<file path="src/hdl/shac_pkg.sv">
// Shared types, constants and hash functions for the SHA-512 compression core.
// Used by every module in hdl/; depends on nothing else.
package shac_pkg;

  localparam int WORD_W       = 64;
  localparam int BLOCK_WORDS  = 16;
  localparam int POS_W        = $clog2(BLOCK_WORDS);
  localparam int ROUNDS       = 80;
  localparam int ROUND_W      = $clog2(ROUNDS);
  localparam int DIGEST_WORDS = 8;
  localparam int DIGEST_W     = $clog2(DIGEST_WORDS);
  localparam int QDEPTH       = 4;
  localparam int QAW          = $clog2(QDEPTH);

  typedef logic [WORD_W-1:0] word_t;

  typedef struct packed {
    word_t message_word;
    logic  new_message;
    logic  final_block;
  } in_req_t;

  typedef struct packed {
    word_t                digest_word;
    logic [DIGEST_W-1:0]  digest_index;
    logic                 digest_last;
  } out_rsp_t;

  // One classified request as it travels from the front end to the engine.
  typedef struct packed {
    word_t word;
    logic  reload;
    logic  compress;
    logic  emit;
  } cmd_t;

  // Message schedule controls: load shifts in a message word, step expands one word.
  typedef struct packed {
    logic load;
    logic step;
  } sched_ctl_t;

  typedef enum logic [2:0] {
    ST_IDLE,
    ST_INIT,
    ST_ROUND,
    ST_FINAL,
    ST_EMIT
  } eng_state_t;

  localparam word_t IV [DIGEST_WORDS] = '{
    64'h6a09e667f3bcc908, 64'hbb67ae8584caa73b, 64'h3c6ef372fe94f82b, 64'ha54ff53a5f1d36f1,
    64'h510e527fade682d1, 64'h9b05688c2b3e6c1f, 64'h1f83d9abfb41bd6b, 64'h5be0cd19137e2179
  };

  function automatic word_t rotr(input word_t x, input int unsigned n);
    return (x >> n) | (x << (WORD_W - n));
  endfunction

  function automatic word_t small_sigma0(input word_t x);
    return rotr(x, 1) ^ rotr(x, 8) ^ (x >> 7);
  endfunction

  function automatic word_t small_sigma1(input word_t x);
    return rotr(x, 19) ^ rotr(x, 61) ^ (x >> 6);
  endfunction

  function automatic word_t big_sigma0(input word_t x);
    return rotr(x, 28) ^ rotr(x, 34) ^ rotr(x, 39);
  endfunction

  function automatic word_t big_sigma1(input word_t x);
    return rotr(x, 14) ^ rotr(x, 18) ^ rotr(x, 41);
  endfunction

  // Round constants; indexes past the last round read as zero.
  function automatic word_t round_k(input logic [ROUND_W-1:0] idx);
    word_t k;
    unique case (idx)
      7'd0:  k = 64'h428a2f98d728ae22;
      7'd1:  k = 64'h7137449123ef65cd;
      7'd2:  k = 64'hb5c0fbcfec4d3b2f;
      7'd3:  k = 64'he9b5dba58189dbbc;
      7'd4:  k = 64'h3956c25bf348b538;
      7'd5:  k = 64'h59f111f1b605d019;
      7'd6:  k = 64'h923f82a4af194f9b;
      7'd7:  k = 64'hab1c5ed5da6d8118;
      7'd8:  k = 64'hd807aa98a3030242;
      7'd9:  k = 64'h12835b0145706fbe;
      7'd10: k = 64'h243185be4ee4b28c;
      7'd11: k = 64'h550c7dc3d5ffb4e2;
      7'd12: k = 64'h72be5d74f27b896f;
      7'd13: k = 64'h80deb1fe3b1696b1;
      7'd14: k = 64'h9bdc06a725c71235;
      7'd15: k = 64'hc19bf174cf692694;
      7'd16: k = 64'he49b69c19ef14ad2;
      7'd17: k = 64'hefbe4786384f25e3;
      7'd18: k = 64'h0fc19dc68b8cd5b5;
      7'd19: k = 64'h240ca1cc77ac9c65;
      7'd20: k = 64'h2de92c6f592b0275;
      7'd21: k = 64'h4a7484aa6ea6e483;
      7'd22: k = 64'h5cb0a9dcbd41fbd4;
      7'd23: k = 64'h76f988da831153b5;
      7'd24: k = 64'h983e5152ee66dfab;
      7'd25: k = 64'ha831c66d2db43210;
      7'd26: k = 64'hb00327c898fb213f;
      7'd27: k = 64'hbf597fc7beef0ee4;
      7'd28: k = 64'hc6e00bf33da88fc2;
      7'd29: k = 64'hd5a79147930aa725;
      7'd30: k = 64'h06ca6351e003826f;
      7'd31: k = 64'h142929670a0e6e70;
      7'd32: k = 64'h27b70a8546d22ffc;
      7'd33: k = 64'h2e1b21385c26c926;
      7'd34: k = 64'h4d2c6dfc5ac42aed;
      7'd35: k = 64'h53380d139d95b3df;
      7'd36: k = 64'h650a73548baf63de;
      7'd37: k = 64'h766a0abb3c77b2a8;
      7'd38: k = 64'h81c2c92e47edaee6;
      7'd39: k = 64'h92722c851482353b;
      7'd40: k = 64'ha2bfe8a14cf10364;
      7'd41: k = 64'ha81a664bbc423001;
      7'd42: k = 64'hc24b8b70d0f89791;
      7'd43: k = 64'hc76c51a30654be30;
      7'd44: k = 64'hd192e819d6ef5218;
      7'd45: k = 64'hd69906245565a910;
      7'd46: k = 64'hf40e35855771202a;
      7'd47: k = 64'h106aa07032bbd1b8;
      7'd48: k = 64'h19a4c116b8d2d0c8;
      7'd49: k = 64'h1e376c085141ab53;
      7'd50: k = 64'h2748774cdf8eeb99;
      7'd51: k = 64'h34b0bcb5e19b48a8;
      7'd52: k = 64'h391c0cb3c5c95a63;
      7'd53: k = 64'h4ed8aa4ae3418acb;
      7'd54: k = 64'h5b9cca4f7763e373;
      7'd55: k = 64'h682e6ff3d6b2b8a3;
      7'd56: k = 64'h748f82ee5defb2fc;
      7'd57: k = 64'h78a5636f43172f60;
      7'd58: k = 64'h84c87814a1f0ab72;
      7'd59: k = 64'h8cc702081a6439ec;
      7'd60: k = 64'h90befffa23631e28;
      7'd61: k = 64'ha4506cebde82bde9;
      7'd62: k = 64'hbef9a3f7b2c67915;
      7'd63: k = 64'hc67178f2e372532b;
      7'd64: k = 64'hca273eceea26619c;
      7'd65: k = 64'hd186b8c721c0c207;
      7'd66: k = 64'heada7dd6cde0eb1e;
      7'd67: k = 64'hf57d4f7fee6ed178;
      7'd68: k = 64'h06f067aa72176fba;
      7'd69: k = 64'h0a637dc5a2c898a6;
      7'd70: k = 64'h113f9804bef90dae;
      7'd71: k = 64'h1b710b35131c471b;
      7'd72: k = 64'h28db77f523047d84;
      7'd73: k = 64'h32caab7b40c72493;
      7'd74: k = 64'h3c9ebe0a15c9bebc;
      7'd75: k = 64'h431d67c49c100d4c;
      7'd76: k = 64'h4cc5d4becb3e42b6;
      7'd77: k = 64'h597f299cfc657e2a;
      7'd78: k = 64'h5fcb6fab3ad6faec;
      7'd79: k = 64'h6c44198c4a475817;
      default: k = '0;
    endcase
    return k;
  endfunction

endpackage

</file>
<file path="src/hdl/shac_front.sv">
// Front end of the SHA-512 compression core: tracks word position and queues requests.
// Depends on shac_pkg.
module shac_front (
  input  logic           clk,
  input  logic           rst_n,
  input  logic           in_valid,
  output logic           in_ready,
  input  shac_pkg::in_req_t in_data,
  output logic           cmd_valid,
  input  logic           cmd_ready,
  output shac_pkg::cmd_t cmd
);
  import shac_pkg::*;

  logic [POS_W-1:0] cnt_r, cnt_nxt;
  logic [POS_W-1:0] pos;
  cmd_t             q_r [QDEPTH];
  cmd_t             entry;
  logic [QAW-1:0]   wr_ptr_r, rd_ptr_r;
  logic [QAW:0]     count_r, count_nxt;
  logic             push, pop, last_pos;

  assign push      = in_valid && in_ready;
  assign pop       = cmd_valid && cmd_ready;
  assign in_ready  = (count_r != (QAW+1)'(QDEPTH));
  assign cmd_valid = (count_r != '0);
  assign cmd       = q_r[rd_ptr_r];

  // A new message restarts the block at this word.
  assign pos      = in_data.new_message ? '0 : cnt_r;
  assign last_pos = (pos == POS_W'(BLOCK_WORDS - 1));
  assign cnt_nxt  = pos + POS_W'(1);

  always_comb begin
    entry.word     = in_data.message_word;
    entry.reload   = in_data.new_message;
    entry.compress = last_pos;
    entry.emit     = last_pos && in_data.final_block;
  end

  always_comb begin
    unique case ({push, pop})
      2'b10:   count_nxt = count_r + (QAW+1)'(1);
      2'b01:   count_nxt = count_r - (QAW+1)'(1);
      default: count_nxt = count_r;
    endcase
  end

  always_ff @(posedge clk) begin
    if (!rst_n) begin
      cnt_r    <= '0;
      wr_ptr_r <= '0;
      rd_ptr_r <= '0;
      count_r  <= '0;
    end else begin
      count_r <= count_nxt;
      if (push) begin
        cnt_r    <= cnt_nxt;
        wr_ptr_r <= wr_ptr_r + QAW'(1);
      end
      if (pop) begin
        rd_ptr_r <= rd_ptr_r + QAW'(1);
      end
    end
  end

  always_ff @(posedge clk) begin
    if (push) begin
      q_r[wr_ptr_r] <= entry;
    end
  end

  a_count_bound: assert property (@(posedge clk) disable iff (!rst_n)
    count_r <= (QAW+1)'(QDEPTH))
    else $error("request queue count exceeds depth");

  a_ptr_match: assert property (@(posedge clk) disable iff (!rst_n)
    QAW'(wr_ptr_r - rd_ptr_r) == count_r[QAW-1:0])
    else $error("request queue pointers disagree with count");

endmodule

</file>
<file path="config.mk">
export PLATFORM = sky130hd
export DESIGN_NAME = shac_front
export DESIGN_NICKNAME = d
export VERILOG_FILES = /design/src/hdl/shac_pkg.sv /design/src/hdl/shac_front.sv
export SDC_FILE = /design/constraint.sdc
export NUM_CORES = 1
export LEC_CHECK = 0
export BUFFER_PORTS_ARGS = -buffer_cell sky130_fd_sc_hd__buf_2
export CAP_MARGIN = 10
export CORE_MARGIN = 1.5
export CORE_UTILIZATION = 55
export CTS_CLUSTER_DIAMETER = 200
export DETAILED_ROUTE_END_ITERATION = 8
export GPL_ROUTABILITY_DRIVEN = 0
export PLACE_DENSITY = 0.77
export SLEW_MARGIN = 20
export SYNTH_ARGS = -nofsm -noshare
export SYNTH_HDL_FRONTEND = slang
export SYNTH_SLANG_ARGS = --single-unit
</file>
<file path="constraint.sdc">
create_clock -name clk -period 4.3 [get_ports clk]
set_input_delay 0.215 -clock clk [delete_from_list [all_inputs] [get_ports clk]]
set_output_delay 0.215 -clock clk [all_outputs]
set_load 0.02 [all_outputs]
</file>
==> results.md, run 1 <==
* Outcome: finished, final reports clean
* Final period util at 0.6587
* Synth area leader: edfxtp_1
* Overflow left after global routing at 0
* Max Cap Viol at 0
* P_int at 5.542 mW
* VDD IR max at approximately 0.00046 V
* Antenna viol nets, final at 0
* Clock Skew at between 0.01 and 0.015 ns
* Worst hold path class: in -> reg
* Clk pwr share at 0.326
* Synth Flop Type: edfxtp_1
* Initial antenna violation count at 1
* Synthesized cell area at approximately 10,000 sq um
* Syn avg cell area at 24.17 sq um
* GRT Overall Usage at 0.1970
* Min Tclk post-route at 2.832 ns
* Total number of yosys warnings at 0
* Worst Path Required at 4.09 ns
* Start point of the worst hold path: in_data[1]
* Sw Share at 0.2696
* Fillers at 1,184
* R2R Path Start: count_r[2]
* Storage cell area at 8315 sq um
* CTS root buf: clkbuf_16
* Clock H-tree levels at 1
* Layout cells sized above 1 at 0.3866
* Pwr Density at 588.9 nW/um^2
* Post-synth top area share at 0.7742
* Area Growth Syn to Fin at 23.94%
* Worst-Margin Slew at between 1 and 1.5 ns
* NetSw at 2.046 mW
* Starting Density at 0.5576
* CTS Buf Count at 28
* Vias per inst at 5.592
* Clock sinks at 281
* Pre-antenna DRT Iters at 4
* Flop and latch count out of synthesis at around 280
* Setup TNS at 0 ns
* Maximum number of pins on one net before global-route repair at 68
* EDFF count, synth at 268
* Worst skew pair latency at 0.52 ns
* Max-slew violations at 0
* Yosys cell types at 35
* RSZ-0062 raised after global routing: false
* Post-layout utilization of the core at 0.6911
* Row count at 50
* Critical Path End Type: output port
* Largest cells by area after synthesis: edfxtp_1 (77%), mux4_2 (15%), dfxtp_1 (2.5%)
* Max Clk Rate at between 300 and 400 MHz
* Worst slack, placed at 1.735 ns
* Die area at 19,730 sq um
* Global-route wire length before repair at 29,690 um
* Area of the multi-input gates at 1922 sq um
* Post-Route WL at 18,940 um
* Wire per inst at 20.92 um
* Die H at about 140 um
* Count of final setup violators at 0
* Final worst slack at 1.468 ns
* Synth Instances at 430
* Vias at 5,061
* Post-synth top cells: edfxtp_1 (268), mux4_2 (67), dfxtp_1 (13), inv_1 (8), nor2_1 (8)
* Slew HR at 0.2949
* Drt drc at 0
* Ys async rst share at 0
* PortBufs at about 140
* Syn Nets at between 500 and 600
* Crit-path max FO at 40
* Chip width at approximately 140 um
* Post-CTS Resized at 0
* R2R Setup Slk at 1.69 ns
* Clk buf depth at 3
* Seq/Total Area, Yosys at 0.7992
* Num ports at 139
* Most numerous cell in the Yosys netlist: edfxtp_1
* Worst reg2reg endpoint: count_r[2]
* Kind of critical path: reg -> out
* Flop pwr share at 0.457
* Hold Violations, Final at 0
* Final #Nets at just over 700
* Clk slew on worst S/H paths at 0.06 ns
* WHS Endpoint: q_r[2][2]
* First DRT Iteration DRCs at 292
* Critical Path AT at 2.62 ns
* Hold depth at 1
* Detailed placement HPWL at between 10,000 and 15,000 um
* Core ar. at 18,640 sq um
* Vias in the first global route at 5,608
* CTS tree: built
* Startpoint type of the worst setup path: flip-flop
* R2R cell count at 9
* Combinational power share at 0.217
* Pleak at approximately 4.4 nW
## cell type report
| type | count | share of cell area |
|---|---|---|
| antenna | 1 | 0.0001942 |
| clock buffer | 38 | 0.06128 |
| clock inverter | 14 | 0.01330 |
| inverter | 9 | 0.002622 |
| multi-input combinational | 123 | 0.1492 |
| sequential | 281 | 0.6454 |
| tap | 234 | 0.02273 |
| timing repair buffer | 205 | 0.1053 |
## cells by family (layout without fill, tap and decap cells)
family          after synthesis  in the layout  share of synthesized area
flops                       281            281                     0.7992
other cells                   0              1                          0
buf+inv                      26            266                    0.01781
fa+ha+maj                     7              7                   0.009148
simple gates                 27             27                    0.01456
compound gates               18             18                    0.01071
mux                          67             67                     0.1452
xor+xnor                      4              4                   0.003371
## sequential cells by signal (all words and copies together), names as in the netlist, named ones only
| register | flops |
|---|---|
| wr_ptr_r | 2 |
| q_r | 268 |
| count_r | 3 |
| cnt_r | 4 |
| rd_ptr_r | 2 |
## metrics by stage
| step | cell area [sq um] | hold WS [ns] | power (mW) | std cells |
|---|---|---|---|---|
| after detailed placement | 11270 | 0.4314 | 5.152 | 787 |
| after global placement | 11270 | 0.4238 | 5.100 | 787 |
| after global routing | 12880 | 0.05275 | 7.895 | 905 |
| final | 12880 | 0.04602 | 7.588 | 905 |
| after floorplan | 10400 | 0.3139 | 4.700 | 430 |
| after CTS | 12880 | 0.02534 | 7.683 | 904 |
## worst max-delay path by stage
stage          slack (ns)    endpoint
2_1_floorplan        1.54   q_r[0][0]
3_3_place_gp         1.92     cmd[40]
3_5_place_dp         1.73  count_r[2]
4_1_cts              1.34     cmd[41]
5_1_grt              1.24     cmd[41]
6_report             1.47     cmd[41]
## power by group through the flow
stage	clock [mW]	sequential, mW	combinational (mW)
detailed placement	0	3.54	1.61
global route	2.63	3.51	1.76
floorplan	0	3.37	1.33
global placement	0	3.52	1.58
CTS	2.53	3.49	1.67
finish	2.47	3.47	1.65
## repair_timing
action                                  CTS  global route
endpoints found under the setup margin    0             0
endpoints found under the hold margin   257             0
buffers inserted                          0             0
hold buffers                             65             0
## worst max-delay path, cell delays in order, from the launching register on
cell and delay, ns:
dfxtp_4 0.90, buf_4 0.44, mux4_2 0.57, buf_2 0.18
## cell usage in the layout (no fill, tap or decap), types with 4 or more instances in the layout
cell type / n
mux4_2: 67
nor2_1: 8
buf_2: 138
and3_4: 4
clkbuf_1: 6
a21oi_1: 6
clkinv_2: 7
clkbuf_16: 29
inv_1: 8
ha_1: 6
dfxtp_1: 11
bufinv_16: 4
dlygate4sd3_1: 65
edfxtp_1: 268
o21ai_0: 5
## layer usage
metal	wire length, um	vias up	GRT usage
li1	-	2261	-
met4	244	0	0.04934
met1	7923	2610	0.2600
met2	9601	168	0.3403
met5	0	-	0
met3	1165	22	0.04103
Note: power is estimated with default switching activity, not from simulation.
==> run 2: changes to the inputs <==
Clock period 4.3 ns to 2.9 ns, I/O delays scaled along.
==> run 2 against run 1 <==
Core utilization is 0.59 points higher. Routed wire length is 4.8% higher. Critical endpoint is now count_r[2]. Combinational power is 61% higher. Largest power group unchanged. Power is 48% higher. Clock power is 43% higher. Cell area is 0.85% higher. Flip-flop and latch count stayed put. Critical path depth is 6 higher. Setup slack worse by 1.1 ns.
==> results.md, run 2 (same netlist as run 1, synthesis figures left out) <==
* Outcome: finished, final reports clean
* Initial antenna violation count at 1
* Chip width at between 100 and 150 um
* Max Cap Viol at 0
* Slew HR at 0.6197
* Kind of critical path: reg -> reg
* Pwr Density at between 800 and 900 nW/um^2
* Worst hold path class: in -> reg
* Final #Nets at 735
* Worst skew pair latency at 0.51 ns
* Vias in the first global route at 5,527
* Drt drc at 0
* Min Tclk post-route at 2.530 ns
* Most common cell after layout, fill and taps aside: edfxtp_1
* Worst-Margin Slew at 0.5680 ns
* Num ports at between 100 and 150
* GRT Overall Usage at 0.2055
* Pre-antenna DRT Iters at 4
* Final instance area at 12,990 sq um
* Post-Route WL at 19,840 um
* Crit-path max FO at 9
* Final period util at 0.8723
* Critical Path AT at approximately 3.0 ns
* Count of final setup violators at 0
* Die H at 140.5 um
* Hold WS at a little over 0.08 ns
* Max-slew violations at 0
* Most frequent cells in the layout: edfxtp_1 (268), buf_2 (138), dlygate4sd3_1 (68), mux4_2 (67), clkbuf_16 (27)
* Startpoint type of the worst setup path: flip-flop
* Max FFs per register at 268
* Clk slew on worst S/H paths at 0.06 ns
* First DRT Iteration DRCs at 334
* CTS Buf Count at 27
* Core ar. at 18,640 sq um
* Global-route wire length before repair at 30,570 um
* Setup TNS at 0 ns
* VDD IR max at 0.0004511 V
* Critical Path End Type: flip-flop
* Worst Path Required at 3.35 ns
* Post-layout utilization of the core at 0.6970
* DP Area at 11,400 sq um
* Maximum number of pins on one net before global-route repair at 42
* R2R Setup Slk at around 0.37 ns
* Die area at 19,730 sq um
* Max Clk Rate at between 300 and 400 MHz
* Register name with the most flops: q_r
* Top Registers: q_r x268, cnt_r x4, count_r x3
* Row count at 50
* Clock H-tree levels at 1
* Vias per inst at ~5.6
* Clock sinks at 281
* PortBufs at 138
* Starting Density at 0.5576
* RSZ-0062 raised after global routing: false
* Vias at roughly 5,100
* Pleak at roughly 4.4 nW
* Layout cells sized above 1 at 0.3864
* CTS tree: built
* Clock Skew at 0.007956 ns
* Antenna viol nets, final at 0
* Setup repair bufs after CTS at 0
* Detailed placement HPWL at between 10,000 and 15,000 um
* Hold Violations, Final at 0
* Wire per inst at 21.73 um
* Clk buf depth at 3
* Overflow left after global routing at 0
* CTS root buf: clkbuf_16
* Total Power at 11.23 mW
* Area Growth Syn to Fin at 25.00%
run 2: cell types whose count changed in the layout (fill, tap and decap cells not counted), sizes merged:
cell,before,now
clkinv,10,14
buf,140,148
clkbuf,38,27
clkinvlp,0,3
bufinv,4,5
dlygate4sd3,65,68
run 2: final cells by class:
cell class	count	area [sq um]
sequential	281	8315
fill	1177	5649
multi-input combinational	123	1922
timing repair buffer	216	1521
clock buffer	27	675.6
tap	234	292.8
clock inverter	22	230.2
inverter	9	33.78
antenna	1	2.502
run 2: timing repair:
item | 4_1_cts | 5_1_grt
resized for setup | 0 | 0
endpoints found under the hold margin | 269 | 0
hold buffers | 68 | 0
run 2: worst paths after layout:
path                            startpoint     endpoint  cells after the start
worst min-delay path             cmd_ready  rd_ptr_r[1]                      4
worst max register to register  count_r[2]   count_r[2]                      9
worst max-delay path            count_r[2]   count_r[2]                      9
worst min register to register    cnt_r[3]     cnt_r[3]                      2
run 2: routing by layer:
metal / vias up / global-route usage / part of all wire
li1: 2277 / - / -
met5: - / 0 / 0
met4: 0 / 0.05866 / 0.016
met1: 2668 / 0.2812 / 0.43
met2: 156 / 0.3400 / 0.50
met3: 25 / 0.04410 / 0.056
run 2: stage by stage:
step	cells	setup slack (ns)
final	913	0.3704
after global routing	913	0.1735
after CTS	912	0.4188
after detailed placement	795	0.4361
after global placement	795	0.5892
after floorplan	430	0.1380
run 2: power breakdown:
part           total [mW]  leakage (nW)  switching [mW]  internal, mW
Clock                3.54         0.435            1.41          2.13
Sequential           5.03          2.58           0.204          4.82
Combinational        2.66          1.43            1.47          1.19
Total                11.2          4.44            3.09          8.15
run 2: worst max-delay path, stage by stage (launching register included):
cell	delay (ns)
dfxtp_1	0.40
nor3b_2	0.52
inv_2	0.18
nand2_1	0.14
ha_1	0.19
inv_1	0.07
fa_1	0.37
xor2_1	0.15
or3_1	0.30
a21oi_1	0.13
