==> config.mk <==
export PLATFORM = sky130hd
export DESIGN_NAME = shac_sched
export DESIGN_NICKNAME = d
export VERILOG_FILES = /design/src/hdl/shac_pkg.sv /design/src/hdl/shac_sched.sv
export SDC_FILE = /design/constraint.sdc
export NUM_CORES = 1
export LEC_CHECK = 0
export ABC_CLOCK_PERIOD_IN_PS = 14180
export BUFFER_PORTS_ARGS = -buffer_cell sky130_fd_sc_hd__buf_4
export CAP_MARGIN = 25
export CORE_ASPECT_RATIO = 1.2
export CORE_UTILIZATION = 25
export CTS_CLUSTER_SIZE = 28
export DETAILED_ROUTE_END_ITERATION = 10
export PLACE_DENSITY = 0.38
export SYNTH_ARGS = -nofsm -noshare
export SYNTH_HDL_FRONTEND = slang
export SYNTH_SLANG_ARGS = --single-unit
==> constraint.sdc <==
create_clock -name clk -period 14.18 [get_ports clk]
set_input_delay 0.709 -clock clk [delete_from_list [all_inputs] [get_ports clk]]
set_output_delay 0.709 -clock clk [all_outputs]
set_load 0.03 [all_outputs]
==> src/hdl/shac_pkg.sv <==
// Shared types, constants and hash functions for the SHA-512 compression core.
// Used by every module in hdl/; depends on nothing else.
package shac_pkg;

  localparam int WORD_W       = 64;
  localparam int BLOCK_WORDS  = 16;
  localparam int POS_W        = $clog2(BLOCK_WORDS);
  localparam int ROUNDS       = 80;
  localparam int ROUND_W      = $clog2(ROUNDS);
  localparam int DIGEST_WORDS = 8;
  localparam int DIGEST_W     = $clog2(DIGEST_WORDS);
  localparam int QDEPTH       = 4;
  localparam int QAW          = $clog2(QDEPTH);

  typedef logic [WORD_W-1:0] word_t;

  typedef struct packed {
    word_t message_word;
    logic  new_message;
    logic  final_block;
  } in_req_t;

  typedef struct packed {
    word_t                digest_word;
    logic [DIGEST_W-1:0]  digest_index;
    logic                 digest_last;
  } out_rsp_t;

  // One classified request as it travels from the front end to the engine.
  typedef struct packed {
    word_t word;
    logic  reload;
    logic  compress;
    logic  emit;
  } cmd_t;

  // Message schedule controls: load shifts in a message word, step expands one word.
  typedef struct packed {
    logic load;
    logic step;
  } sched_ctl_t;

  typedef enum logic [2:0] {
    ST_IDLE,
    ST_INIT,
    ST_ROUND,
    ST_FINAL,
    ST_EMIT
  } eng_state_t;

  localparam word_t IV [DIGEST_WORDS] = '{
    64'h6a09e667f3bcc908, 64'hbb67ae8584caa73b, 64'h3c6ef372fe94f82b, 64'ha54ff53a5f1d36f1,
    64'h510e527fade682d1, 64'h9b05688c2b3e6c1f, 64'h1f83d9abfb41bd6b, 64'h5be0cd19137e2179
  };

  function automatic word_t rotr(input word_t x, input int unsigned n);
    return (x >> n) | (x << (WORD_W - n));
  endfunction

  function automatic word_t small_sigma0(input word_t x);
    return rotr(x, 1) ^ rotr(x, 8) ^ (x >> 7);
  endfunction

  function automatic word_t small_sigma1(input word_t x);
    return rotr(x, 19) ^ rotr(x, 61) ^ (x >> 6);
  endfunction

  function automatic word_t big_sigma0(input word_t x);
    return rotr(x, 28) ^ rotr(x, 34) ^ rotr(x, 39);
  endfunction

  function automatic word_t big_sigma1(input word_t x);
    return rotr(x, 14) ^ rotr(x, 18) ^ rotr(x, 41);
  endfunction

  // Round constants; indexes past the last round read as zero.
  function automatic word_t round_k(input logic [ROUND_W-1:0] idx);
    word_t k;
    unique case (idx)
      7'd0:  k = 64'h428a2f98d728ae22;
      7'd1:  k = 64'h7137449123ef65cd;
      7'd2:  k = 64'hb5c0fbcfec4d3b2f;
      7'd3:  k = 64'he9b5dba58189dbbc;
      7'd4:  k = 64'h3956c25bf348b538;
      7'd5:  k = 64'h59f111f1b605d019;
      7'd6:  k = 64'h923f82a4af194f9b;
      7'd7:  k = 64'hab1c5ed5da6d8118;
      7'd8:  k = 64'hd807aa98a3030242;
      7'd9:  k = 64'h12835b0145706fbe;
      7'd10: k = 64'h243185be4ee4b28c;
      7'd11: k = 64'h550c7dc3d5ffb4e2;
      7'd12: k = 64'h72be5d74f27b896f;
      7'd13: k = 64'h80deb1fe3b1696b1;
      7'd14: k = 64'h9bdc06a725c71235;
      7'd15: k = 64'hc19bf174cf692694;
      7'd16: k = 64'he49b69c19ef14ad2;
      7'd17: k = 64'hefbe4786384f25e3;
      7'd18: k = 64'h0fc19dc68b8cd5b5;
      7'd19: k = 64'h240ca1cc77ac9c65;
      7'd20: k = 64'h2de92c6f592b0275;
      7'd21: k = 64'h4a7484aa6ea6e483;
      7'd22: k = 64'h5cb0a9dcbd41fbd4;
      7'd23: k = 64'h76f988da831153b5;
      7'd24: k = 64'h983e5152ee66dfab;
      7'd25: k = 64'ha831c66d2db43210;
      7'd26: k = 64'hb00327c898fb213f;
      7'd27: k = 64'hbf597fc7beef0ee4;
      7'd28: k = 64'hc6e00bf33da88fc2;
      7'd29: k = 64'hd5a79147930aa725;
      7'd30: k = 64'h06ca6351e003826f;
      7'd31: k = 64'h142929670a0e6e70;
      7'd32: k = 64'h27b70a8546d22ffc;
      7'd33: k = 64'h2e1b21385c26c926;
      7'd34: k = 64'h4d2c6dfc5ac42aed;
      7'd35: k = 64'h53380d139d95b3df;
      7'd36: k = 64'h650a73548baf63de;
      7'd37: k = 64'h766a0abb3c77b2a8;
      7'd38: k = 64'h81c2c92e47edaee6;
      7'd39: k = 64'h92722c851482353b;
      7'd40: k = 64'ha2bfe8a14cf10364;
      7'd41: k = 64'ha81a664bbc423001;
      7'd42: k = 64'hc24b8b70d0f89791;
      7'd43: k = 64'hc76c51a30654be30;
      7'd44: k = 64'hd192e819d6ef5218;
      7'd45: k = 64'hd69906245565a910;
      7'd46: k = 64'hf40e35855771202a;
      7'd47: k = 64'h106aa07032bbd1b8;
      7'd48: k = 64'h19a4c116b8d2d0c8;
      7'd49: k = 64'h1e376c085141ab53;
      7'd50: k = 64'h2748774cdf8eeb99;
      7'd51: k = 64'h34b0bcb5e19b48a8;
      7'd52: k = 64'h391c0cb3c5c95a63;
      7'd53: k = 64'h4ed8aa4ae3418acb;
      7'd54: k = 64'h5b9cca4f7763e373;
      7'd55: k = 64'h682e6ff3d6b2b8a3;
      7'd56: k = 64'h748f82ee5defb2fc;
      7'd57: k = 64'h78a5636f43172f60;
      7'd58: k = 64'h84c87814a1f0ab72;
      7'd59: k = 64'h8cc702081a6439ec;
      7'd60: k = 64'h90befffa23631e28;
      7'd61: k = 64'ha4506cebde82bde9;
      7'd62: k = 64'hbef9a3f7b2c67915;
      7'd63: k = 64'hc67178f2e372532b;
      7'd64: k = 64'hca273eceea26619c;
      7'd65: k = 64'hd186b8c721c0c207;
      7'd66: k = 64'heada7dd6cde0eb1e;
      7'd67: k = 64'hf57d4f7fee6ed178;
      7'd68: k = 64'h06f067aa72176fba;
      7'd69: k = 64'h0a637dc5a2c898a6;
      7'd70: k = 64'h113f9804bef90dae;
      7'd71: k = 64'h1b710b35131c471b;
      7'd72: k = 64'h28db77f523047d84;
      7'd73: k = 64'h32caab7b40c72493;
      7'd74: k = 64'h3c9ebe0a15c9bebc;
      7'd75: k = 64'h431d67c49c100d4c;
      7'd76: k = 64'h4cc5d4becb3e42b6;
      7'd77: k = 64'h597f299cfc657e2a;
      7'd78: k = 64'h5fcb6fab3ad6faec;
      7'd79: k = 64'h6c44198c4a475817;
      default: k = '0;
    endcase
    return k;
  endfunction

endpackage

==> src/hdl/shac_sched.sv <==
// Message schedule window of the SHA-512 compression core: a 16-word shift line.
// Depends on shac_pkg.
module shac_sched (
  input  logic                clk,
  input  shac_pkg::sched_ctl_t ctl,
  input  shac_pkg::word_t     word_in,
  output shac_pkg::word_t     w0,
  output shac_pkg::word_t     w1
);
  import shac_pkg::*;

  word_t w_r [BLOCK_WORDS];
  word_t w_new;

  // Word sixteen places ahead of the head, from the taps of the window.
  assign w_new = small_sigma1(w_r[14]) + w_r[9] + small_sigma0(w_r[1]) + w_r[0];
  assign w0    = w_r[0];
  assign w1    = w_r[1];

  always_ff @(posedge clk) begin
    if (ctl.load || ctl.step) begin
      for (int i = 0; i < BLOCK_WORDS - 1; i++) begin
        w_r[i] <= w_r[i+1];
      end
      w_r[BLOCK_WORDS-1] <= ctl.load ? word_in : w_new;
    end
  end

endmodule

==> summary.md, run 1 <==
| Metric | Value |
|---|---|
| Syn Inst Count | ~2400 |
| CTS tree | done |
| Asr flop ratio synth | 0 |
| FF-to-FF Start | w_r[7][20]$_DFFE_PP_ |
| Final Cycle Share | 0.377 |
| Fmax | 187 MHz |
| Number of routed nets with antenna violations | 0 |
| DRC | 0 |
| Pre-CTS setup slack | around 8700 ps |
| Least-Margin Pin Slew | ~1100 ps |
| Syn nets | approximately 2600 |
| Routability cong. | approximately 0.86 |
| Netlist Area Pre-Place | 40900 um2 |
| Core Footprint | ~160000 um2 |
| Via count | a little over 20000 |
| Final Max Slew Viols | 0 |
| Critical Path Start | w_r[7][20]$_DFFE_PP_ |
| Max_cap viols | 0 |
| Largest net degree at the start of global routing | 173 |
| Area grow syn2layout | 18.8% |
| CTS max path bufs | 3 |
| Die X | ~370 um |
| Setup tns final | 0 ps |
| Pre-Repair DR Iteration Count | 5 |
| Hold Crit Start | word_in[13] |
| RSZ-0062 raised after global routing | no |
| Crit path kind | register to register |
| Slowest-stage cell, CP | fa_1 |
| WL per Instance | 23.2 um |
| Final Skew | 33.4 ps |
| Synth area leaders | edfxtp_1 (75%), fa_1 (6.2%), xnor2_1 (5.6%) |
| Post-synthesis area per instance | approximately 17 um2 |
| Layout cells sized above 1 | 0.144 |
| Drt total wl | about 110000 um |
| Startpoint types | register |
| Ys flop type | edfxtp_1 |
| Die footprint | about 170000 um2 |
| Clock sink count | around 1000 |
| Req. time, crit path | 14690 ps |
| Number of synthesized flops with an enable pin | 1024 |
| Fill cell count | ~16000 |
| First-pass GRT wire length | around 160000 um |
| Crit path time final | ~5400 ps |
| Total Routing Usage GR | 0.137 |
| Biggest regs | w_r (1024) |
| Critical Path AT | 5860 ps |
| H-tree depth | 3 |
| Final Hold Viols | 0 |
| Clk_lat worst skew | approximately 730 ps |
| Reg with most FFs | w_r |
| Yosys warning total | 0 |
| Post-synthesis sequential area ratio | 0.753 |
| Vias in the first global route | ~21000 |
| Port bufs | 194 |
| Share of the synthesized area in the top cell type | 0.753 |
| CTS buffer count | between 100 and 150 |
| Starting Density | 0.252 |
| CTS resizes | 0 |
| Area leader, netlist | edfxtp_1 |
| Yosys cell types | 62 |
| Final worst slack | slightly below 9000 ps |
| Post-CTS Setup Repair Bufs | 0 |
| Worst-path clk slew | roughly 60 ps |
| Hold WC Path Type | input port to register |
| CTS Root Cell | clkbuf_16 |
| Seq cells post-synth | 1024 |
| Relative slew slack | 0.288 |
| Post-CTS Hold Fix Bufs | 0 |
| Chip Height | around 440 um |
| Initial antenna violation count | 8 |
| Status | completed |
| IO Count | 195 |
| Setup violators final | 0 |
| CP max stage delay | between 500 and 600 ps |
| DP HPWL | about 80000 um |
| Crit path capture type | register |
| First DRT Iteration DRCs | 1765 |
| Num rows | 162 |
| Fin nets | 2911 |
| Max FFs per register | just over 1000 |
| Cell Chain, Critical Path | xnor2_1 > xnor2_1 > fa_1 > inv_1 > fa_1 > inv_1 > ha_1 > inv_1 > fa_1 > and2b_1 > o31ai_1 > a211o_1 > and3_1 > o21a_1 > o31ai_2 > a21o_1 > a2111oi_0 > a221oi_1 |
| Via-to-Cell Ratio | between 4 and 5 |
| Critical Path Fanout Max | 7 |
| Total gr overflow | 0 |
==> kinds of logic after synthesis <==
logic type               share of synthesized area
multiplexers                              0.000551
buffers and inverters                       0.0288
flip-flops                                   0.753
AND/OR/NAND/NOR                             0.0295
XOR/XNOR                                    0.0628
AO/OA/AOI/OAI                               0.0447
adder cells (fa/ha/maj)                     0.0810
==> layer usage <==
metal  track usage  vias to the layer above  routed length (um)
met2         0.222                      455               54000
met3        0.0200                      127                4260
met4        0.0423                        0                2790
met5             0                        -                   0
li1              -                     9080                   -
met1         0.188                    10700               52200
==> cell type report <==
cell class	instances	area, um2	area share
well taps	2132	2670	0.0550
diodes	1	2.50	0.0000516
multi-input cells	1024	8930	0.184
repair buffers	213	1670	0.0344
flip-flops and latches	1024	30700	0.634
clock buffers	123	2760	0.0569
inverters	285	1070	0.0220
clock inverters	75	671	0.0138
==> critical path: cells and delay by family (launching register included) <==
kind / cells / cell delay, ps
simple gates: 2 / 460
fa+ha+maj: 4 / 1590
buf+inv: 3 / 190
xor+xnor: 2 / 380
flops: 1 / 520
compound gates: 7 / 1980
==> path summary, 6_finish.rpt <==
| path | end | slack, ps | cells after the start |
|---|---|---|---|
| max | w_r[7][125]$_DFFE_PP_ | 8830 | 18 |
| min | w_r[7][77]$_DFFE_PP_ | 280 | 3 |
| max reg2reg | w_r[7][125]$_DFFE_PP_ | 8830 | 18 |
| min reg2reg | w_r[2][40]$_DFFE_PP_ | 400 | 0 |
==> Yosys cell counts, types with 3 or more instances <==
| cell type | number |
|---|---|
| nand2_1 | 111 |
| fa_1 | 126 |
| nor3_1 | 17 |
| xnor2_1 | 259 |
| a311o_1 | 4 |
| a21oi_1 | 79 |
| edfxtp_1 | 1024 |
| o221a_2 | 3 |
| buf_2 | 4 |
| a311oi_1 | 4 |
| and3_1 | 11 |
| nand4_1 | 12 |
| xor2_1 | 34 |
| nand2b_1 | 8 |
| a221oi_1 | 3 |
| or2_2 | 3 |
| and2_1 | 6 |
| nand3_1 | 16 |
| o31ai_1 | 10 |
| inv_1 | 285 |
| clkbuf_1 | 22 |
| o21ai_1 | 14 |
| nor2b_1 | 10 |
| a31oi_1 | 6 |
| or3_1 | 4 |
| nor2_1 | 46 |
| o21a_1 | 13 |
| a211oi_1 | 11 |
| o21bai_1 | 18 |
| a21o_1 | 22 |
| ha_1 | 63 |
| o211ai_1 | 4 |
| o2111ai_1 | 3 |
| o21ai_0 | 64 |
==> through the flow <==
step | hold WS (ps) | utilization | cell area (um2) | std cells
2_1_floorplan | 400 | - | 40900 | 2360
5_1_grt | 257 | 0.299 | 48500 | 4877
4_1_cts | 211 | 0.298 | 48400 | 4873
6_report | 283 | 0.299 | 48500 | 4877
3_3_place_gp | 400 | 0.277 | 45000 | 4675
3_5_place_dp | 405 | 0.277 | 45000 | 4675
==> cell usage in the layout, fill, tap and decap left out, types with 17 or more instances in the layout <==
cell type,count
ha_1,63
clkinv_2,18
buf_4,209
edfxtp_1,1024
nor3_1,17
o21ai_0,64
xor2_1,34
xnor2_1,259
inv_1,285
nor2_1,46
a21o_1,22
a21oi_1,79
o21bai_1,18
fa_1,126
clkinv_1,24
nand2_1,111
clkbuf_16,108
Power of run 1 is left out: the tool's default activity adds up to more than one toggle a clock period on the data nets, which glitch-free logic cannot reach.
==> run 2: changes to the inputs <==
- ABC_CLOCK_PERIOD_IN_PS: 14180 -> 4300
- clock period: 14.18 -> 4.3 ns (I/O delays scaled with it)
==> run 2 against run 1 <==
Net effect:
- the flow now finishes with violations (negative setup slack)
- non-clock buffer count up 590
- global-route usage increased by 0.86 points
- register-to-register slack worse by 9200 ps
- hold slack got worse by 210 ps
- sequential cell count stayed put
- cell area grew 15%
- cell count grew 12%
- routed wire length is 6.5% higher
- clock skew down 7.2 ps
==> summary.md, run 2 (synthesized netlist as in run 1, its figures left out) <==
| Metric | Value |
|---|---|
| WL met2 | a little under 60000 um |
| Drt total wl | approximately 120000 um |
| Crit path capture type | register |
| IO Count | ~200 |
| Hold Crit Depth | 3 |
| Area grow syn2layout | 36.5% |
| CP max stage delay | roughly 550 ps |
| Routability cong. | 0.890 |
| Clock sink count | about 1000 |
| DP HPWL | 88000 um |
| Startpoint types | register |
| First-pass GRT wire length | around 170000 um |
| Initial antenna violation count | 6 |
| Least-Margin Pin Slew | around 1000 ps |
| Placed Cells | just over 5000 |
| CTS buffer count | 110 |
| Failing checks | negative setup slack |
| Die footprint | 165000 um2 |
| Req. time, crit path | between 4000 and 5000 ps |
| DR WL met3 | 3980 um |
| Total gr overflow | 0 |
| Worst-path clk slew | 60 ps |
| Slowest-stage cell, CP | edfxtp_1 |
| Final Hold Viols | 0 |
| Reg with most FFs | w_r |
| First DRT Iteration DRCs | 1703 |
| WL per Instance | roughly 22 um |
| H-tree depth | 3 |
| DRC | 0 |
| Total Routing Usage GR | 0.145 |
| Number of routed nets with antenna violations | 0 |
| Hold WC Path Type | input port to register |
| Max FFs per register | between 1000 and 1500 |
| Relative slew slack | 0.329 |
| Vias in the first global route | 23600 |
| Layout cells sized above 1 | 0.356 |
| Num rows | about 160 |
| Cell Chain, Critical Path | xnor2_1 > buf_4 > fa_1 > inv_1 > fa_1 > inv_1 > ha_1 > a21oi_2 > o21ai_4 > a21oi_4 > o2111ai_4 > a2111oi_4 > buf_4 > a211oi_2 > buf_4 > o21ai_4 > nand2_2 > a311oi_2 |
| Fin util | 0.343 |
| Via-to-Cell Ratio | 4.10 |
| Fin nets | 3504 |
| CTS tree | done |
| Final non-filler cell total | 5475 |
| RSZ-0062 raised after global routing | yes |
| Cell mode on critical path | buf_4 |
| Starting Density | 0.252 |
| Final Cycle Share | 1.09 |
| Setup violators final | 37 |
| Crit path time final | approximately 4700 ps |
| Critical Path Fanout Max | 5 |
| CTS max path bufs | 3 |
| ANT cells | 0 |
| Status | finished with violations |
| Die X | roughly 370 um |
| Path depth of the worst reg2reg path | 18 |
| Port bufs | ~190 |
| Commonest non-fill, non-tap cell in the layout | edfxtp_1 |
| Final Max Slew Viols | 0 |
| Core Footprint | 162000 um2 |
| Most frequent cells in the layout | edfxtp_1 (1024), buf_4 (684), inv_1 (271), xnor2_1 (189), fa_1 (122) |
| Highest metal used | met4 |
| Fmax | ~210 MHz |
| Chip Height | roughly 440 um |
| Biggest regs | w_r (1024) |
| Pre-Repair DR Iteration Count | 7 |
| Routed met1 length | between 50000 and 60000 um |
| Final worst slack | -366 ps |
| Critical Path AT | roughly 5200 ps |
| Pre-CTS setup slack | -893 ps |
| Crit path kind | register to register |
| Max_cap viols | 0 |
| CTS Root Cell | clkbuf_16 |
| Clk_lat worst skew | 730 ps |
| Largest net degree at the start of global routing | 98 |
| Final Skew | approximately 26 ps |
| Via count | 22500 |
## run 2: cell count changes in the layout (fill, tap and decap cells not counted), moves of 16 or more
cell           before  now
xnor2_4             0   16
xnor2_1           259  189
o21ai_2             1   17
ha_1               63   34
xnor2_2             0   54
a21oi_2             0   22
o21ai_0            64   37
buf_4             209  684
buf_6               0   40
a21oi_1            79   50
buf_12              1   18
ha_4                0   29
dlygate4sd3_1       0   61
## run 2: path summary, 6_finish.rpt
kind / to / from / slack (ps)
setup / recovery: w_r[7][122]$_DFFE_PP_ / w_r[7][44]$_DFFE_PP_ / -370
hold / removal: w_r[7][97]$_DFFE_PP_ / word_in[33] / 70
setup reg to reg: w_r[7][122]$_DFFE_PP_ / w_r[7][44]$_DFFE_PP_ / -370
hold reg to reg: w_r[4][75]$_DFFE_PP_ / w_r[5][11]$_DFFE_PP_ / 400
## run 2: cell type report
| cell class | instances | area, um2 |
|---|---|---|
| fill | 15600 | 107000 |
| sequential | 1024 | 30700 |
| timing repair buffer | 803 | 6560 |
| inverter | 285 | 1070 |
| clock inverter | 78 | 852 |
| clock buffer | 129 | 2890 |
| tap | 2132 | 2670 |
| multi-input combinational | 1024 | 11000 |
## run 2: layer usage
layer / vias to the layer above / global-route usage
met1: 11600 / 0.198
met3: 137 / 0.0197
met5: - / 0
met4: 0 / 0.0445
li1: 10300 / -
met2: 442 / 0.239
## run 2: metrics by stage
stage	setup TNS (ps)	hold slack [ps]	area, um2
floorplan	-4117530	394	40900
global placement	-29800	400	48700
detailed placement	-28590	405	48700
CTS	-12250	6.55	54100
global route	-15350	19.2	55800
finish	-7680	70.6	55800
## run 2: critical path: cells and delay by family (launching register included)
family,cells,cell delay [ps]
fa+ha+maj,3,1300
simple gates,1,70
compound gates,8,1680
buf+inv,5,610
xor+xnor,1,230
flops,1,550
## run 2: what timing repair did
| action | 4_1_cts | 5_1_grt |
|---|---|---|
| gates resized for setup | 143 | 249 |
| hold buffers | 60 | 1 |
| setup endpoints to repair | 53 | 56 |
| endpoints found under the hold margin | 59 | 1 |
| buffers inserted | 30 | 49 |
| pin swaps | 42 | 107 |
Power of run 2 is left out for the same reason.
==> run 3: changes to the inputs <==
- CTS_BUF_LIST: not set -> sky130_fd_sc_hd__clkbuf_8 sky130_fd_sc_hd__clkbuf_16
- SETUP_SLACK_MARGIN: not set -> 0.02
==> run 3 against run 2 <==
Net effect:
- the run still ends with negative setup slack left
- hold slack got worse by 12 ps
- largest cell class unchanged
- sequential cell count stayed put
- die area unchanged
- setup slack lost 13 ps
- cell area is 0.88% lower
- highest routed layer unchanged
- clock skew rose by 14 ps
==> summary.md, run 3 (synthesized netlist as in run 1, its figures left out) <==
| Metric | Value |
|---|---|
| Fmax | between 200 and 250 MHz |
| Starting Density | 0.252 |
| Vias in the first global route | 23700 |
| Setup violators final | 40 |
| Hold WC Path Type | input port to register |
| Relative slew slack | 0.294 |
| Slowest-stage cell, CP | fa_1 |
| Clock sink count | ~1000 |
| Die X | 371 um |
| CP max stage delay | ~440 ps |
| Most frequent cells in the layout | edfxtp_1 (1024), buf_4 (671), inv_1 (294), xnor2_1 (185), fa_1 (123) |
| Crit path time final | roughly 4700 ps |
| Die footprint | about 170000 um2 |
| Least-Margin Pin Slew | roughly 1100 ps |
| Core Footprint | around 160000 um2 |
| Number of routed nets with antenna violations | 0 |
| Num rows | around 160 |
| Fin nets | 3484 |
| Commonest non-fill, non-tap cell in the layout | edfxtp_1 |
| Area occupied by multi-input gates | about 11000 um2 |
| Reg with most FFs | w_r |
| Clk_lat worst skew | ~740 ps |
| WL per Instance | roughly 22 um |
| Pre-CTS setup slack | -974 ps |
| Port bufs | 194 |
| Cell mode on critical path | buf_4 |
| Final Max Slew Viols | 0 |
| CTS tree | done |
| Total gr overflow | 0 |
| CTS max path bufs | 3 |
| Crit path kind | register to register |
| Fill cell count | between 15000 and 20000 |
| RSZ-0062 raised after global routing | yes |
| CTS Root Cell | clkbuf_16 |
| IO Count | about 200 |
| Drt total wl | between 100000 and 150000 um |
| First-pass GRT wire length | between 150000 and 200000 um |
| Post-Layout Inst Area | roughly 55000 um2 |
| CTS buffer count | 109 |
| H-tree depth | 3 |
| Max_cap viols | 0 |
| CP bufs+invs | 6 |
| Initial antenna violation count | 4 |
| Chip Height | 445 um |
| Via-to-Cell Ratio | between 4 and 5 |
| DP HPWL | slightly below 90000 um |
| Area grow syn2layout | 35.3% |
| Layout cells sized above 1 | 0.350 |
| Pre-Repair DR Iteration Count | 5 |
| Final worst slack | -379 ps |
| First DRT Iteration DRCs | around 1600 |
| Placed cell area | ~48000 um2 |
| Register area | approximately 30000 um2 |
| Total Routing Usage GR | 0.148 |
| Critical Path AT | between 5000 and 6000 ps |
| Worst-path clk slew | approximately 60 ps |
| Final Hold Viols | 0 |
| Delay-heaviest family, CP | adder cells |
| Crit path capture type | register |
| Cell Chain, Critical Path | buf_4 > buf_4 > xnor2_2 > xnor2_2 > buf_4 > fa_1 > fa_1 > ha_1 > buf_4 > nand2_1 > buf_4 > or3_1 > o21a_4 > buf_6 > o31a_1 > o31ai_2 > xnor2_1 > o21ai_2 |
| Critical Path Fanout Max | 3 |
| Routability cong. | roughly 0.87 |
| Largest net degree at the start of global routing | roughly 150 |
| Final Skew | 40.0 ps |
| Max FFs per register | roughly 1000 |
| DRC | 0 |
| Req. time, crit path | 4740 ps |
| Status | finished with violations |
| Failing checks | negative setup slack |
| Biggest regs | w_r (1024) |
| Final Cycle Share | 1.09 |
| Via count | 22300 |
| Startpoint types | register |
## run 3: stage by stage
step	util	TNS [ps]	cells	hold WS [ps]
after detailed placement	0.298	-32760	5119	405
after global routing	0.340	-14590	5452	29.8
after global placement	0.298	-36050	5119	400
final	0.340	-8010	5453	58.7
after floorplan	-	-4117530	2360	394
after CTS	0.335	-11830	5434	9.17
## run 3: layout make-up
type	instances	area share
clock inverters	92	0.0135
multi-input cells	1024	0.198
diodes	2	0.0000905
flip-flops and latches	1024	0.556
clock buffers	110	0.0498
repair buffers	784	0.115
inverters	285	0.0194
well taps	2132	0.0483
## run 3: path summary, 6_finish.rpt
kind / to / slack [ps] / cells past startpoint / startpoint
worst max register to register: w_r[7][109]$_DFFE_PP_ / -380 / 18 / w_r[7][33]$_DFFE_PP_
worst min-delay path: w_r[7][97]$_DFFE_PP_ / 60 / 3 / word_in[33]
worst min register to register: w_r[1][11]$_DFFE_PP_ / 380 / 0 / w_r[1][75]$_DFFE_PP_
worst max-delay path: w_r[7][109]$_DFFE_PP_ / -380 / 18 / w_r[7][33]$_DFFE_PP_
## run 3: timing repair
item / CTS / global route
endpoints found under the hold margin: 59 / 0
hold buffers: 59 / 0
setup buffers: 63 / 24
pin swaps: 100 / 78
endpoints found under the setup margin: 55 / 54
gates resized for setup: 257 / 131
## run 3: metal layers
layer,GRT usage,part of all wire
met2,0.246,0.48
met5,0,0
met4,0.0455,0.029
met1,0.203,0.46
met3,0.0180,0.027
## run 3: worst reg2reg max path: stages, from the launching register on
cell and delay, ps:
edfxtp_1 400, buf_4 160, buf_4 130, xnor2_2 140, xnor2_2 220, buf_4 160, fa_1 410, fa_1 440
ha_1 320, buf_4 140, nand2_1 70, buf_4 140, or3_1 410, o21a_4 260, buf_6 110, o31a_1 340
o31ai_2 230, xnor2_1 170, o21ai_2 120
Power of run 3 is left out for the same reason.
